`src/hw/rtl/ppq_pkg.sv`:
```
// ----------------------------------------------------------------------------
// ppq_pkg: shared types and constants for the pending request queue
// Field widths, command codes and the request/result structs.
// ----------------------------------------------------------------------------
package ppq_pkg;
	localparam int DEPTH   = 16;
	localparam int IDX_W   = 4;
	localparam int LEN_W   = 5;
	localparam int TAG_W   = 16;
	localparam int CODE_W  = 16;
	localparam int TMO_W   = 16;
	localparam int TIME_W  = 32;
	localparam int QDEPTH  = 2;

	localparam logic [3:0] CMD_PUSH     = 4'd0;
	localparam logic [3:0] CMD_POP_HEAD = 4'd1;
	localparam logic [3:0] CMD_POP_TAG  = 4'd2;
	localparam logic [3:0] CMD_FIND_TAG = 4'd3;
	localparam logic [3:0] CMD_FIND_CMD = 4'd4;
	localparam logic [3:0] CMD_NEXT     = 4'd5;
	localparam logic [3:0] CMD_MARK     = 4'd6;
	localparam logic [3:0] CMD_TIMEOUT  = 4'd7;
	localparam logic [3:0] CMD_CANCEL   = 4'd8;

	localparam logic [1:0] ST_OK   = 2'd0;
	localparam logic [1:0] ST_FULL = 2'd2;

	localparam logic [1:0] PRI_IMM  = 2'd0;
	localparam logic [1:0] PRI_HIGH = 2'd1;

	localparam logic [1:0] FILT_WAIT = 2'd1;
	localparam logic [1:0] FILT_SENT = 2'd2;

	typedef struct packed {
		logic [3:0]        cmd;
		logic [TAG_W-1:0]  tag;
		logic [1:0]        priority_req;
		logic [CODE_W-1:0] command_code;
		logic [1:0]        sent_filter;
		logic [TMO_W-1:0]  timeout_secs;
		logic [TIME_W-1:0] now;
	} req_t;

	typedef struct packed {
		logic [1:0]        status;
		logic              found;
		logic [TAG_W-1:0]  entry_tag;
		logic [1:0]        entry_priority;
		logic [CODE_W-1:0] entry_command;
		logic              entry_sent;
		logic [LEN_W-1:0]  length;
		logic [LEN_W-1:0]  normal_length;
		logic              last;
	} rsp_t;

	typedef struct packed {
		logic [TAG_W-1:0]  tag;
		logic [1:0]        pri;
		logic [CODE_W-1:0] code;
		logic              sent;
		logic [TMO_W-1:0]  tmo;
		logic [TIME_W-1:0] stamp;
	} slot_t;

	// front -> back decoded request
	typedef struct packed {
		req_t             req;
		logic             auto_tag;
	} job_t;
endpackage

```
`src/hw/rtl/ppq_front.sv`:
```
// ----------------------------------------------------------------------------
// ppq_front: request intake
// Accepts requests, flags auto-tag requests, queues decoded jobs for the back end.
// ----------------------------------------------------------------------------
module ppq_front import ppq_pkg::*; (
	input  logic clk,
	input  logic arst_n,
	input  logic start,
	input  req_t req,
	output logic full,
	output logic empty,
	input  logic pop,
	output job_t job
);
	job_t                  fifo_q [QDEPTH];
	logic [0:0]            wr_q, rd_q;
	logic [1:0]            cnt_q;
	job_t                  jin;

	always_comb begin
		jin = '{req: req, auto_tag: (req.tag == '0)};
	end

	assign full  = (cnt_q == 2'(QDEPTH));
	assign empty = (cnt_q == 2'd0);
	assign job   = fifo_q[rd_q];

	always_ff @(posedge clk) begin
		if (start && !full) begin
			fifo_q[wr_q] <= jin;
		end
	end

	always_ff @(posedge clk or negedge arst_n) begin
		if (!arst_n) begin
			wr_q  <= '0;
			rd_q  <= '0;
			cnt_q <= '0;
		end else begin
			if (start && !full) wr_q <= wr_q + 1'b1;
			if (pop) rd_q <= rd_q + 1'b1;
			cnt_q <= cnt_q + 2'(start && !full) - 2'(pop);
		end
	end
endmodule

```
`config.mk`:
```
export PLATFORM = sky130hd
export DESIGN_NAME = ppq_front
export DESIGN_NICKNAME = d
export VERILOG_FILES = /design/src/hw/rtl/ppq_pkg.sv /design/src/hw/rtl/ppq_front.sv
export SDC_FILE = /design/constraint.sdc
export NUM_CORES = 1
export LEC_CHECK = 0
export BUFFER_PORTS_ARGS = -buffer_cell sky130_fd_sc_hd__buf_2
export CAP_MARGIN = 20
export CELL_PAD_IN_SITES_DETAIL_PLACEMENT = 1
export CELL_PAD_IN_SITES_GLOBAL_PLACEMENT = 2
export CORE_ASPECT_RATIO = 1.1
export CORE_MARGIN = 10
export CORE_UTILIZATION = 35
export CTS_CLUSTER_SIZE = 28
export DETAILED_ROUTE_END_ITERATION = 16
export PLACE_DENSITY = 0.86
export SYNTH_ARGS = -nofsm -noshare
export SYNTH_HDL_FRONTEND = slang
export SYNTH_SLANG_ARGS = --single-unit
```
`constraint.sdc`:
```
create_clock -name clk -period 4.89 [get_ports clk]
set_input_delay 0.978 -clock clk [delete_from_list [all_inputs] [get_ports clk]]
set_output_delay 0.978 -clock clk [all_outputs]
set_load 0.01 [all_outputs]
```
### Word-level counts from Yosys, hierarchy flattened

Memories as Yosys holds them, arrays and structs flattened.
Cells that the tools add are included.

| word-level totals | value |
|---|---|
| flip-flop bits (word level) | 4 |
| latch bits | 0 |
| memory bits (writable) | 178 |
| ROM bits | 0 |
| output and inout bits | 91 |
| memories kept | 1 |

| operators by class | value |
|---|---|
| $add $sub $neg | 4 |
| multipliers | 0 |
| divide/modulo/power cells | 0 |
| magnitude comparators | 0 |
| eq/ne operators | 1 |
| shift-type cells | 0 |
| mux-type cells | 2 |
| bitwise logic cells | 0 |
| reduce and logical (&&, ||, !) cells | 4 |

Memories:

| name | depth | bits a word | read ports | clocked after memory_dff | write ports | RTL line | RTL |
|---|---|---|---|---|---|---|---|
| fifo_q | 2 | 89 | 1 | 0 | 1 | ppq_front.sv:15 | `job_t fifo_q [QDEPTH];` |

Operator list:

| operator | count |
|---|---|
| $logic_not A16 Y1 | 1 |
| $add A1 B1 Y1 const B | 2 |
| $add A2 B1 Y2 | 1 |
| $eq A2 B2 Y1 const B | 1 |
| $logic_not A2 Y1 | 1 |
| $mux W1 | 2 |
| $sub A2 B1 Y2 | 1 |
| $logic_and A1 B1 Y1 | 1 |
| $logic_not A1 Y1 | 1 |

### Longest topological paths before layout

| depth | value |
|---|---|
| depth after elaboration | 5 |
| depth in mapped cells | 7 |
| gate-level depth less buffers | 7 |

### Worst setup path after synthesis

Ideal clock, no wire load.

| path | value |
|---|---|
| kind | input to register |
| start point | in start |
| end point | mem fifo_q[0][0] (netlist name) (enable) |
| library setup time | 0.537 ns |
| arrival time | 4.780 ns |
| required time | 4.353 ns |
| slack | -0.427 ns |
| stages on the path | 2 |
| path buffers | 0 |
| path through | nand2_1 nor2_1 |

| between the ends | value |
|---|---|
| cells in the longest elaborated chain, start to end | 3 |

Ends and longest elaborated chain:

| what | RTL line | RTL |
|---|---|---|
| start, declared | ppq_front.sv:8 | `input logic start,` |
| $logic_and A1 B1 Y1 | ppq_front.sv:29 | `if (start && !full) begin` |
| $mux W1 | ppq_front.sv:29 |  |
| $mux W1 (not written as such) | ppq_front.sv:30 | `fifo_q[wr_q] <= jin;` |
| end, declared | ppq_front.sv:15 |  |

No other way between the ends.

==> metrics.txt <==
placed cells roughly 730; most common cell in the netlist edfxtp_1; gpl congestion 0.694; number of top-level pins 183; R2R cell count 4; Skew-Pair Late Insertion Delay 0.42 ns; row count 54; Post-CTS Hold Buffers 0; hpwl dp 11000 um; antenna cells 0; drt drc 0; cells after synthesis around 300; Post-Route Setup TNS 0 ns; Die X 156 um; Slew HR between 30% and 40%; R2R Path Start cnt_q[1]; sequence of cells on the critical path buf_12 > mux2_4 > buf_2; CP endpoint kind primary output; EDFF count, synth 178; Post-CTS Resized 0; CP delay by family, top flip-flops; Post-Route WL about 15000 um; Tmin final 3.21 ns; critical path fanouts, max 62; max cap viols 0; Worst Setup SP rd_q; Peak VDD IR around 0.00025 V; final hold violations 0; Clock Tree Root clkbuf_16; final setup fails 0; Max stage delay cell, worst path dfrtp_4; HP Class in2async; cts bufs inserted 17; Synth Cell Area slightly above 0.007 mm^2; number of global-route vias before repair around 4000; Placement Setup Slack slightly above 2 ns; Period Utilization, post-route about 66%; syn_area_per_cell approximately 24 um^2; syn_nets 393; Remaining Overflow, GRT 0; post-route cell area between 0.008 and 0.009 mm^2; via count around 3400; Worst Tran Pin Value between 0.9 and 1 ns; global-route wire length before repair 22800 um; pwr dens approximately 610 mW/mm^2; wire per inst roughly 20 um; RSZ-0062 raised after global routing false; DP Area just over 0.008 mm^2; synth cell count leaders edfxtp_1, mux2_4, buf_12; status finished, final reports clean; layout cell share with drive strength beyond 1 slightly above 60%; synthesis-to-finish area growth 24.1%; CP max stage delay about 0.8 ns; top cell type's share of synthesized area 75.3%; Max clock buf depth 2; CTS tree yes; Crit path depth 3; First-pass DRT Iterations 4; WP data required approximately 4 ns; fillers between 1500 and 2000; Ys Warns 0; post-synth top area cell edfxtp_1; CP arrival about 2.2 ns; number of I/O port buffers about 180; Setup CP Type reg2out; area of the core just under 0.02 mm^2; achievable clock frequency about 310 MHz; gr usage total between 10% and 20%; antenna-violating nets left 0; die height 169 um; Reg2Reg Setup Slack 2.61 ns; Sink Count 182; Vias/cell between 4 and 5; top cells by area, synth edfxtp_1, mux2_4, buf_12, dfrtp_1, xnor2_1; Yosys reg bits roughly 180; Total Nets Final 587; Seq/Total Area, Yosys between 70 and 80%; top_reg_cell synth edfxtp_1; clock-pin slew on the worst setup and hold paths about 0.07 ns; initial antenna violation count 0; Pins Over Slew Limit 0; FFs w/ async S/R, synth 2.20%; htree depth 4; largest net degree at the start of global routing 64; Worst setup SP type register; P_leak 3.53 nW; starting density of the core 35.7%; initial drt markers about 110; r2r endpoint fifo_q[0][17]; overall power roughly 0.0054 W; CP Buf/Inv Count 2; setup ws final ~1.7 ns; setup repair bufs after CTS 0; Die ar. between 0.02 and 0.03 mm^2; worst clock skew roughly 0.0088 ns; post-synthesis cell type count 15; final non-filler cell total between 700 and 800
where the power goes:
part           switching [W]  internal (W)
Clock               0.000601      0.000821
Combinational       0.000828      0.000855
Sequential          0.000160       0.00214
worst register-to-register path: cells and delay by family, from the launching register on:
family / cells / cell delay [ns]
simple gates: 3 / 1.06
flops: 1 / 0.42
buf+inv: 1 / 0.41
cell families after synthesis:
family                   synth area share (%)
adder cells (fa/ha/maj)                 0.352
buffers and inverters                    2.80
AND/OR/NAND/NOR                         0.811
XOR/XNOR                                0.494
flip-flops                               76.7
multiplexers                             18.8
layout by cell type, fill, tap and decap left out, types with 2 or more instances in the layout:
| master | netlist | layout |
|---|---|---|
| ha_1 | 2 | 2 |
| xnor2_1 | 3 | 3 |
| inv_8 | 0 | 2 |
| nor4_1 | 4 | 4 |
| dfrtp_1 | 4 | 3 |
| buf_2 | 0 | 182 |
| inv_6 | 0 | 6 |
| edfxtp_1 | 178 | 178 |
| inv_1 | 2 | 2 |
| mux2_4 | 89 | 89 |
| bufinv_16 | 0 | 3 |
| clkbuf_16 | 0 | 17 |
| buf_12 | 9 | 2 |
flip-flops by register name, summed over array words and instances, names as in the netlist:
name / flops
cnt_q: 2
fifo_q: 178
rd_q: 1
wr_q: 1
per-layer routing:
metal	part of all wire, %	vias to the layer above	global-route usage (%)
li1	-	1577	-
met1	40	1688	12.4
met2	51	118	19.5
met3	6.7	16	4.39
met4	1.4	0	4.19
met5	0	-	0
per-stage QoR:
| stage | hold WS [ns] | utilization (%) |
|---|---|---|
| after floorplan | 0.468 | - |
| after global placement | 0.489 | 41.3 |
| after detailed placement | 0.530 | 41.3 |
| after CTS | 0.329 | 44.4 |
| after global routing | 0.325 | 44.4 |
| final | 0.351 | 44.4 |
final cells by class:
class	instances	area (um^2)	share of cell area (%)
clock inverter	14	185	2.10
clock buffer	18	429	4.87
sequential	182	5450	61.8
inverter	2	7.51	0.0852
multi-input combinational	105	1470	16.6
timing repair buffer	185	958	10.9
tap	252	315	3.58
worst max path at each step:
stage	to
finish	job[3]
global route	job[5]
CTS	job[3]
detailed placement	fifo_q[0][61]
global placement	job[12]
floorplan	fifo_q[0][0]
Power figures use the tool's default switching activity.
